## config.mk

```make
export PLATFORM = sky130hd
export DESIGN_NAME = crfe_ctrl
export DESIGN_NICKNAME = d
export VERILOG_FILES = /design/src/crfe_pkg.sv /design/src/crfe_ctrl.sv
export SDC_FILE = /design/constraint.sdc
export NUM_CORES = 1
export LEC_CHECK = 0
export BUFFER_PORTS_ARGS = -buffer_cell sky130_fd_sc_hd__buf_2
export CAP_MARGIN = 20
export CORE_AREA = 2 2 39 41
export DETAILED_ROUTE_END_ITERATION = 8
export DIE_AREA = 0 0 41 43
export GPL_TIMING_DRIVEN = 0
export SLEW_MARGIN = 20
export SYNTH_ARGS = -nofsm -noshare
export SYNTH_HDL_FRONTEND = slang
export SYNTH_SLANG_ARGS = --single-unit
```

## constraint.sdc

```tcl
create_clock -name clock -period 1.5 [get_ports clock]
set_clock_uncertainty 0.2 [all_clocks]
set_input_delay 0.3 -clock clock [delete_from_list [all_inputs] [get_ports clock]]
set_output_delay 0.3 -clock clock [all_outputs]
set_load 0.02 [all_outputs]
```

## src/crfe_pkg.sv

```systemverilog
// Package: shared constants, opcodes and controller/datapath interface types.
`timescale 1ns / 1ps
package crfe_pkg;

   localparam int DEF_MAX_WIDTH  = 320;
   localparam int DEF_MAX_HEIGHT = 240;

   localparam int OP_W     = 2;
   localparam int COORD_W  = 16;
   localparam int PIXEL_W  = 16;
   localparam int CHAN_W   = 8;
   localparam int SURF_W_W = 9;
   localparam int SURF_H_W = 8;
   localparam int CALC_W   = 18;

   localparam int CSR_INDEX_W = 2;
   localparam int CSR_DATA_W  = 9;

   localparam logic [CSR_INDEX_W-1:0] REG_SURFACE_WIDTH  = 2'd0;
   localparam logic [CSR_INDEX_W-1:0] REG_SURFACE_HEIGHT = 2'd1;

   localparam logic [SURF_W_W-1:0] SURFACE_WIDTH_RESET  = 9'd320;
   localparam logic [SURF_H_W-1:0] SURFACE_HEIGHT_RESET = 8'd240;

   localparam logic [OP_W-1:0] OP_FILL_SCREEN  = 2'd0;
   localparam logic [OP_W-1:0] OP_FILL_RECT    = 2'd1;
   localparam logic [OP_W-1:0] OP_OUTLINE_RECT = 2'd2;
   localparam logic [OP_W-1:0] OP_READ_PIXEL   = 2'd3;

   localparam logic [1:0] SEG_LAST = 2'd3;

   typedef struct packed {
      logic       load;
      logic       seg_calc;
      logic       clip_calc;
      logic       start_iter;
      logic       paint;
      logic       clear;
      logic       read;
      logic       resp;
      logic [1:0] seg;
   } crfe_cmd_type;

   typedef struct packed {
      logic            empty;
      logic [OP_W-1:0] op;
      logic            last_pixel;
      logic            clear_done;
   } crfe_stat_type;

endpackage

```

## src/crfe_ctrl.sv

```systemverilog
// Controller: command sequencing, segment stepping and post-reset clearing pass.
`timescale 1ns / 1ps
module crfe_ctrl
   import crfe_pkg::*;
(
   input  logic          clock,
   input  logic          reset,
   input  logic          start,
   output logic          busy,
   output crfe_cmd_type  cmd,
   input  crfe_stat_type stat
);

   localparam logic [3:0] S_IDLE  = 4'd0;
   localparam logic [3:0] S_CLEAR = 4'd1;
   localparam logic [3:0] S_SEG   = 4'd2;
   localparam logic [3:0] S_CLIP  = 4'd3;
   localparam logic [3:0] S_START = 4'd4;
   localparam logic [3:0] S_PAINT = 4'd5;
   localparam logic [3:0] S_NEXT  = 4'd6;
   localparam logic [3:0] S_RREAD = 4'd7;
   localparam logic [3:0] S_RDATA = 4'd8;

   logic [3:0] state_ff, state_in;
   logic [1:0] seg_ff, seg_in;

   always_comb begin
      state_in = state_ff;
      seg_in   = seg_ff;
      cmd      = '0;
      cmd.seg  = seg_ff;
      case (state_ff)
         S_IDLE: begin
            if (start) begin
               cmd.load = 1'b1;
               seg_in   = 2'd0;
               state_in = S_SEG;
            end
         end
         S_CLEAR: begin
            cmd.clear = 1'b1;
            if (stat.clear_done) begin
               state_in = S_IDLE;
            end
         end
         S_SEG: begin
            cmd.seg_calc = 1'b1;
            state_in     = S_CLIP;
         end
         S_CLIP: begin
            cmd.clip_calc = 1'b1;
            state_in      = S_START;
         end
         S_START: begin
            cmd.start_iter = 1'b1;
            if (stat.op == OP_READ_PIXEL) begin
               state_in = S_RREAD;
            end else if (stat.empty) begin
               state_in = S_NEXT;
            end else begin
               state_in = S_PAINT;
            end
         end
         S_PAINT: begin
            cmd.paint = 1'b1;
            if (stat.last_pixel) begin
               state_in = S_NEXT;
            end
         end
         S_NEXT: begin
            if (stat.op == OP_OUTLINE_RECT && seg_ff != SEG_LAST) begin
               seg_in   = seg_ff + 2'd1;
               state_in = S_SEG;
            end else begin
               state_in = S_IDLE;
            end
         end
         S_RREAD: begin
            cmd.read = 1'b1;
            state_in = S_RDATA;
         end
         S_RDATA: begin
            cmd.resp = 1'b1;
            state_in = S_IDLE;
         end
         default: begin
            state_in = S_IDLE;
         end
      endcase
   end

   always_ff @(posedge clock) begin
      if (reset) begin
         state_ff <= S_CLEAR;
         seg_ff   <= 2'd0;
      end else begin
         state_ff <= state_in;
         seg_ff   <= seg_in;
      end
   end

   assign busy = (state_ff != S_IDLE);

`ifndef SYNTHESIS
   a_paint_nonempty: assert property (@(posedge clock) disable iff (reset)
      (state_ff == S_PAINT) |-> !stat.empty)
      else $error("painting an empty clipped range");

   a_seg_outline_only: assert property (@(posedge clock) disable iff (reset)
      (seg_ff != 2'd0) |-> (stat.op == OP_OUTLINE_RECT))
      else $error("segment step outside outline command");

   a_read_then_resp: assert property (@(posedge clock) disable iff (reset)
      (state_ff == S_RREAD) |=> (state_ff == S_RDATA))
      else $error("read not followed by response cycle");
`endif

endmodule

```

==> flow_results.org, run 1 <==
** Logic synthesis
- During synthesis, Yosys emitted a total of 0 warnings.
- Sequential cell area fraction in the yosys report :: 28.6%
- Synthesized netlist net count :: 61
- Counting every instance in the synthesized netlist gives 52.
- For this run, the leading register cell type out of synthesis is sky130_fd_sc_hd__dfxtp_1.
- A synthesized cell averages 8.08 um^2.
- The cell area that synthesis handed to floorplanning was 420 um^2.
- Counting flops and latches in the post-synthesis netlist gives 6.
- Number of flops mapped to enable cells by yosys :: 0
- Counting flops with an async set or reset pin after synthesis yields a share of 0%.
- The synthesized netlist contains 26 unique library cells.

** Drt
- Remaining number of nets flagged by the antenna check after routing :: 0
- WL per Instance :: 14.3 um
- DR DRC count :: 0
- In the routed layout, each cell is associated on average with a via count of 5.38.
- Initial drt markers :: 12
- DRT Wirelength :: 1480 um
- Via count :: 559
- Before antenna repair, the detailed router went through 4 iterations.

** Finish
- Post-synthesis to final-layout area growth :: 107%
- Commonest non-fill, non-tap cells in the layout :: 15 x sky130_fd_sc_hd__buf_4, 11 x sky130_fd_sc_hd__buf_6, 9 x sky130_fd_sc_hd__buf_2, 4 x sky130_fd_sc_hd__nor2_4
- At the end of the flow, the number of nets in the layout was 98.
- The filler cells instantiated in the layout total 113.
- Post-route core utilization :: 62.9%
- Fraction of layout cells with a size suffix above 1 :: 72.7%
- The multi-input combinational cells in the finished layout cover a total of 397 um^2.
- Registers take 131 um^2.
- The number of antenna diodes in the final layout is 0.
- The library cell used most frequently in the layout, excluding fill and tap cells, is sky130_fd_sc_hd__buf_4.
- The finished cells cover 871 um^2.

** Timing
- Fin worst setup slack :: -0.150 ns
- Final period utilization :: 110%
- Measured against its own limit, the worst slew margin works out to 82.1%.
- Aggregate negative setup slack :: -1.19 ns
- At the pin with the least slew margin, the transition time is 0.266 ns.
- Final Hold Vio Count :: 0
- Hold slack final :: 0.123 ns
- Setup repair after global routing could not meet its margin everywhere.
- Static timing analysis puts the maximum clock frequency at 606 MHz.
- Max-slew violation total from the final report :: 0
- The routed design could run at a clock period as short as 1.65 ns.
- Final number of setup-violating endpoints :: 11

** Clocking
- Max Root-Sink Buffers :: 2
- TritonCTS built the clock tree.
- Buffers inserted to repair hold after CTS numbered 0.
- Clock network latency to the later pin of the worst-skew pair :: 0.25 ns
- In this run the number of H-tree levels came out at 1.
- After clock tree synthesis, the clock-pin slew on the worst setup and hold paths is 0.05 ns.
- Clock Root Buffer :: sky130_fd_sc_hd__clkbuf_4
- Number of buffers inserted during clock tree synthesis :: 3
- The clock net in this run drives a total of 6 sinks.

** Floorplan
- For this configuration, the core starts out at a cell density of 30.4%.
- Core Footprint :: 1380 um^2
- Boundary pin count :: 19
- The floorplan step defined a die boundary enclosing 1760 um^2.
- Die boundary width :: 41 um
- Vertical extent of the die :: 43 um
- After floorplanning, the core was divided into 14 placement rows.

** Min path
- In this run the worst hold path is classified as in -> reg.
- Hold_sp :: reset

** Setup path
- Worst Setup End Kind :: output pin
- Data on the critical path is required at its endpoint by 1.00 ns.
- Data arrives at the worst endpoint at 1.15 ns.
- Crit path launch :: state_ff[3]$_SDFFE_PP0P_
- Category of the most critical setup path :: reg -> out
- Critical register-to-register path startpoint :: state_ff[3]$_SDFFE_PP0P_
- CP startpoint kind :: flip-flop
- Max FO, Critical Path :: 7

** Global routing
- met2 is the most crowded layer.
- M2 GR Usage :: 25.9%
- First-pass GRT wire length :: 2150 um
- Global routing finished with a remaining overflow of 0.
- Vias in the first global route :: 467
- For this run, global-route usage on met1 was measured as 24.5%.
- Entering global routing, the biggest net connects 9 pins.
- Global routing consumed, over all layers together, 18.4% of the routing resources.
- Antenna violations before repair :: 0
- Met3 usage :: 3.14%

** Outcome
- Status :: finished, violations left
- Violations in the final reports :: negative setup slack

** Power
- IR analysis of the VDD net gives a maximum drop of 339 uV.
- Leak pwr :: 0.000393 uW
- Post-layout total power :: 628 uW
- In this run the power density over the cells is 721 nW/um^2.

** Placed design
- Instance area at placement :: 572 um^2
- Detailed placement finished with a half-perimeter wire length of 733 um.
- At the end of routability-driven placement, the weighted congestion stood at 0.737.
- The count of buffers added on input and output ports is 18.

** Flow run
- Max-cap violations in this run came to 0.
[flip-flops by register name, indices dropped and copies added (netlist names)]
register and count:
seg_ff 2, state_ff 4
[where the power goes]
group | total (uW) | switching, uW | internal, uW
combinational | 288 | 142 | 146
sequential | 175 | 8.34 | 167
clock | 165 | 63.5 | 101
total | 628 | 214 | 414
[final timing paths]
kind / endpoint / slack [ns] / cells past startpoint
max: cmd[4] / -0.15 / 4
min reg2reg: state_ff[2]$_SDFFE_PP0P_ / 0.35 / 2
min: state_ff[2]$_SDFFE_PP0P_ / 0.12 / 2
max reg2reg: seg_ff[0]$_SDFFE_PP0P_ / -0.10 / 5
[routing by layer]
layer  routed length, um  up-vias
li1                    -      266
met1                 675      274
met2                 723       15
met3                  47        4
met4                  36        0
met5                   0        -
[stage by stage]
stage | worst slack [ns] | instances
CTS | -0.145 | 100
global placement | -0.133 | 86
global route | -0.191 | 104
floorplan | -0.121 | 52
finish | -0.150 | 104
detailed placement | -0.142 | 86
[worst max-delay path, cell delays in order, from the launching register on]
cell,delay (ns)
sky130_fd_sc_hd__dfxtp_1,0.30
sky130_fd_sc_hd__buf_6,0.13
sky130_fd_sc_hd__nand2b_4,0.18
sky130_fd_sc_hd__nor3_2,0.12
sky130_fd_sc_hd__buf_4,0.16
[cells in the mapped netlist, types with 2 or more instances]
master	n	area, um^2
sky130_fd_sc_hd__buf_2	3	15.0
sky130_fd_sc_hd__nor3_1	5	25.0
sky130_fd_sc_hd__nor4_1	2	12.5
sky130_fd_sc_hd__nand2b_1	4	25.0
sky130_fd_sc_hd__dfxtp_1	6	120
sky130_fd_sc_hd__nand2_1	4	15.0
sky130_fd_sc_hd__nor2_1	6	22.5
sky130_fd_sc_hd__a21oi_1	3	15.0
sky130_fd_sc_hd__nand4bb_1	2	22.5
[final cells by class]
type / instances / share of cell area [%]
multi-input cells: 42 / 45.5
repair buffers: 32 / 28.4
flip-flops and latches: 6 / 15.1
plain buffers: 4 / 5.60
clock buffers: 4 / 3.02
well taps: 16 / 2.30
[cell families after synthesis]
family	Yosys count	synth area share (%)
and+or+nand+nor	30	40.8
buffers and inverters	4	6.25
adders and majority gates	1	2.98
AOI/OAI and AO/OA	10	17.9
muxes	1	3.57
DFF	6	28.6
[what timing repair did]
action,4_1_cts,5_1_grt
cloned,2,0
endpoints found under the setup margin,12,13
setup buffers,8,4
gates resized for setup,26,26
pin swaps,5,8
(Power assumes the default switching activity.)
==> run 2: changes to the inputs <==
==> constraint.sdc (replaced) <==
create_clock -name clock -period 1.5 [get_ports clock]
set_clock_uncertainty 0.2 [all_clocks]
set_input_delay 0.075 -clock clock [delete_from_list [all_inputs] [get_ports clock]]
set_output_delay 0.075 -clock clock [all_outputs]
set_load 0.02 [all_outputs]
==> flow_results.org, run 2 (synthesis results as in run 1) <==
** Setup path
- Critical path's largest stage delay :: 0.37 ns (was 0.30 ns)
- The startpoint of the most critical register-to-register path was seg_ff[1]$_SDFFE_PP0P_ (was state_ff[3]$_SDFFE_PP0P_).
- The number of buffers and inverters on the critical path came to 0 (was 2).
- The required time of the critical path came to 1.44 ns (was 1.00 ns).
- Worst r2r dst :: seg_ff[0]$_SDFFE_PP0P_ (unchanged)
- The kind of critical path is reg -> reg (was reg -> out).
- The critical path's top delay family was simple AND/OR/NAND/NOR gates (was flip-flops).
- Cell count of the worst reg-to-reg path :: 4 (was 5)
- The register-to-register setup slack is -0.09 ns (was -0.10 ns).
- The maximum fanout count along the critical path was 3 (was 7).
- Critical path, cell by cell :: ha_4 > or3b_4 > or2_1 > a31o_1 (was buf_6 > nand2b_4 > nor3_2 > buf_4)
- CP startpoint kind :: flip-flop (unchanged)
- The critical path capture point type is a flip-flop (was output pin).
- Cell at the slowest stage of the critical path :: sky130_fd_sc_hd__or3b_4 (was sky130_fd_sc_hd__dfxtp_1)
- The signal arrival time at the worst endpoint is 1.52 ns (was 1.15 ns).

** Clocking
- Clock network latency to the later pin of the worst-skew pair :: 0.25 ns (about the same)
- Number of levels in the clock H-tree :: 1 (unchanged)
- The clock tree from TritonCTS was yes (unchanged).
- The CTS root buffer is sky130_fd_sc_hd__clkbuf_4 (unchanged).
- The TritonCTS sink count is 6 (unchanged).
- The clock-pin slew of the registers on the worst-case setup and hold paths was 0.05 ns (about the same).
- The CTS buffer count is 3 (unchanged).
- The number of buffers between clock root and the deepest sink came to 2 (unchanged).

** Drt
- Via count :: 503 (was 559)
- The DRC violation count after routing was 0 (unchanged).
- The number of nets with antenna violations after detailed routing came to 0 (unchanged).
- The detail-routed net length per standard cell was 12.2 um (was 14.3 um).
- The wire length after detailed routing came to 1190 um (was 1480 um).
- The average via count per standard cell was 5.19 (was 5.38).
- The number of DRC violations after detailed-routing iteration 0 was 2 (was 12).
- Number of optimization iterations in the first detailed-route pass :: 3 (was 4)

** Power
- Relative contribution of the clock network to total power :: 29.1% (was 26.2%)
- The net switching power was 173 uW (was 214 uW).
- The worst-case vdd ir drop was 288 uV (was 339 uV).
- Power per Cell Area :: 723 nW/um^2 (was 721 nW/um^2)
- The register share of total power was 33.5% (was 27.9%).
- Cell internal power dissipation :: 348 uW (was 414 uW)
- The net switching share of the total power came to 33.3% (was 34.0%).
- Leak pwr :: 0.000323 uW (was 0.000393 uW)
- The combinational power share was 37.4% (was 45.9%).

** Global routing
- The via count of the first global-routing pass came to 484 (was 467).
- The global-route usage over all layers came to 17.5% (was 18.4%).
- The largest net degree at the start of global routing came to 11 (was 9).
- The wire length of the first global-routing pass came to 2030 um (was 2150 um).
- Final global-route overflow total :: 0 (unchanged)
- The number of antenna violations at the first check in global routing was 0 (unchanged).

** Finish
- Top Registers :: state_ff x4, seg_ff x2 (unchanged)
- Nets@finish :: 92 (was 98)
- The final instance count without filler cells was 97 (was 104).
- The fraction of the core area covered by cells at the end of the flow was 52.1% (was 62.9%).
- The share of final-layout standard cells stronger than drive strength 1 came to 53.1% (was 72.7%).
- Final non-filler cell area :: 721 um^2 (was 871 um^2)
- Number of flip-flops in the largest register :: 4 (unchanged)
- Post-synthesis to final-layout area growth :: 71.4% (was 107%)
- Largest Register :: state_ff (unchanged)
- Most common cell after layout, fill and taps aside :: sky130_fd_sc_hd__buf_2 (was sky130_fd_sc_hd__buf_4)
- The final antenna diode count was 0 (unchanged).
- Commonest non-fill, non-tap cells in the layout: 16 x sky130_fd_sc_hd__buf_2, 7 x sky130_fd_sc_hd__buf_4 (was 15 x sky130_fd_sc_hd__buf_4, 11 x sky130_fd_sc_hd__buf_6, 9 x sky130_fd_sc_hd__buf_2, 4 x sky130_fd_sc_hd__nor2_4).

** Floorplan
- The placement row count was 14 (unchanged).
- Die Footprint :: 1760 um^2 (unchanged)
- The number of top-level pins came to 19 (unchanged).
- Effective utilization at floorplan :: 30.4% (unchanged)
- The die boundary width is 41 um (unchanged).
- Core Footprint :: 1380 um^2 (unchanged)
- The vertical extent of the die came to 43 um (unchanged).

** Min path
- Hold_sp :: stat[0] (was reset)
- Worst hold path depth :: 4 (was 2)
- Hold crit path type :: in -> reg (unchanged)
- Endpoint of the worst hold-timing path :: state_ff[0]$_SDFFE_PP1P_ (was state_ff[2]$_SDFFE_PP0P_)

** Outcome
- Violations in the final reports :: negative setup slack (unchanged)
- Status :: finished, violations left (unchanged)

** Flow run
- The number of violations of the max-capacitance limit came to 0 (unchanged).

** Timing
- The worst path setup slack after routing came to -0.0864 ns (was -0.150 ns).
- The final clock period utilization by the worst path came to 106% (was 110%).
- Final Hold Vio Count :: 0 (unchanged)
- The number of endpoints failing setup at the final stage was 2 (was 11).
- Max Clk Rate :: 630 MHz (was 606 MHz)
- Final Critical Period :: 1.59 ns (was 1.65 ns)
- The actual transition at the worst max-transition pin was 0.222 ns (was 0.266 ns).
- Relative slew slack :: 85.1% (was 82.1%)
- Max-slew violation total from the final report :: 0 (unchanged)
- Setup repair after global routing missed its margin: yes (unchanged).

** Placed design
- The final HPWL from detailed placement was 816 um (was 733 um).
- The number of port buffers was 18 (unchanged).
- The number of cells in the design after placement was 86 (unchanged).
- The post-detailed-placement cell area is 557 um^2 (was 572 um^2).
- Final RePlAce weighted congestion :: 0.729 (was 0.737)
==> run 2: area by class of cell <==
| class | instances | area [um^2] |
|---|---|---|
| sequential | 6 | 131 |
| fill | 139 | 663 |
| clock buffer | 3 | 22.5 |
| multi-input combinational | 42 | 339 |
| buffer | 3 | 33.8 |
| tap | 16 | 20.0 |
| timing repair buffer | 27 | 174 |
==> run 2: power groups by stage <==
stage | combinational, uW | clock (uW) | sequential, uW
finish | 195 | 152 | 175
global route | 211 | 175 | 176
CTS | 194 | 158 | 170
detailed placement | 152 | 0 | 172
global placement | 150 | 0 | 172
floorplan | 107 | 0 | 171
==> run 2: worst max path at each step <==
stage                                   endpoint  depth (start not counted)              startpoint  slack, ns
final                     seg_ff[0]$_SDFFE_PP0P_                          4  seg_ff[1]$_SDFFE_PP0P_      -0.09
after floorplan           seg_ff[0]$_SDFFE_PP0P_                          4  seg_ff[1]$_SDFFE_PP0P_      -0.12
after detailed placement  seg_ff[0]$_SDFFE_PP0P_                          4  seg_ff[0]$_SDFFE_PP0P_      -0.15
after global routing      seg_ff[0]$_SDFFE_PP0P_                          4  seg_ff[0]$_SDFFE_PP0P_      -0.12
after global placement    seg_ff[0]$_SDFFE_PP0P_                          4  seg_ff[0]$_SDFFE_PP0P_      -0.14
after CTS                 seg_ff[0]$_SDFFE_PP0P_                          4  seg_ff[0]$_SDFFE_PP0P_      -0.09
==> run 2: layer usage <==
layer / vias up / GRT usage (%) / share of wire [%]
li1: 254 / - / -
met3: 4 / 6.28 / 6.6
met2: 20 / 25.6 / 47
met1: 225 / 20.8 / 45
met5: - / 0 / 0
met4: 0 / 10.0 / 1.8
==> run 2: what timing repair did <==
item | 4_1_cts | 5_1_grt
endpoints found under the hold margin | 5 | 0
hold buffers | 3 | 0
pin swaps | 3 | 1
gates resized for setup | 13 | 10
gates cloned | 0 | 0
setup endpoints to repair | 9 | 8
buffers inserted | 6 | 0
==> run 2: worst reg2reg max path, stage by stage, from the launching register on <==
cell,delay (ns)
sky130_fd_sc_hd__dfxtp_4,0.34
sky130_fd_sc_hd__ha_4,0.15
sky130_fd_sc_hd__or3b_4,0.37
sky130_fd_sc_hd__or2_1,0.23
sky130_fd_sc_hd__a31o_1,0.17
==> run 2: per-stage QoR <==
stage / setup WS [ns] / total power [uW] / TNS (ns) / hold WS [ns]
detailed placement: -0.148 / 324 / -0.315 / 0.140
CTS: -0.0853 / 522 / -0.116 / 0.0317
global route: -0.120 / 561 / -0.227 / 0.0565
global placement: -0.136 / 322 / -0.249 / 0.141
floorplan: -0.121 / 278 / -0.156 / -0.0522
finish: -0.0864 / 521 / -0.112 / 0.0356
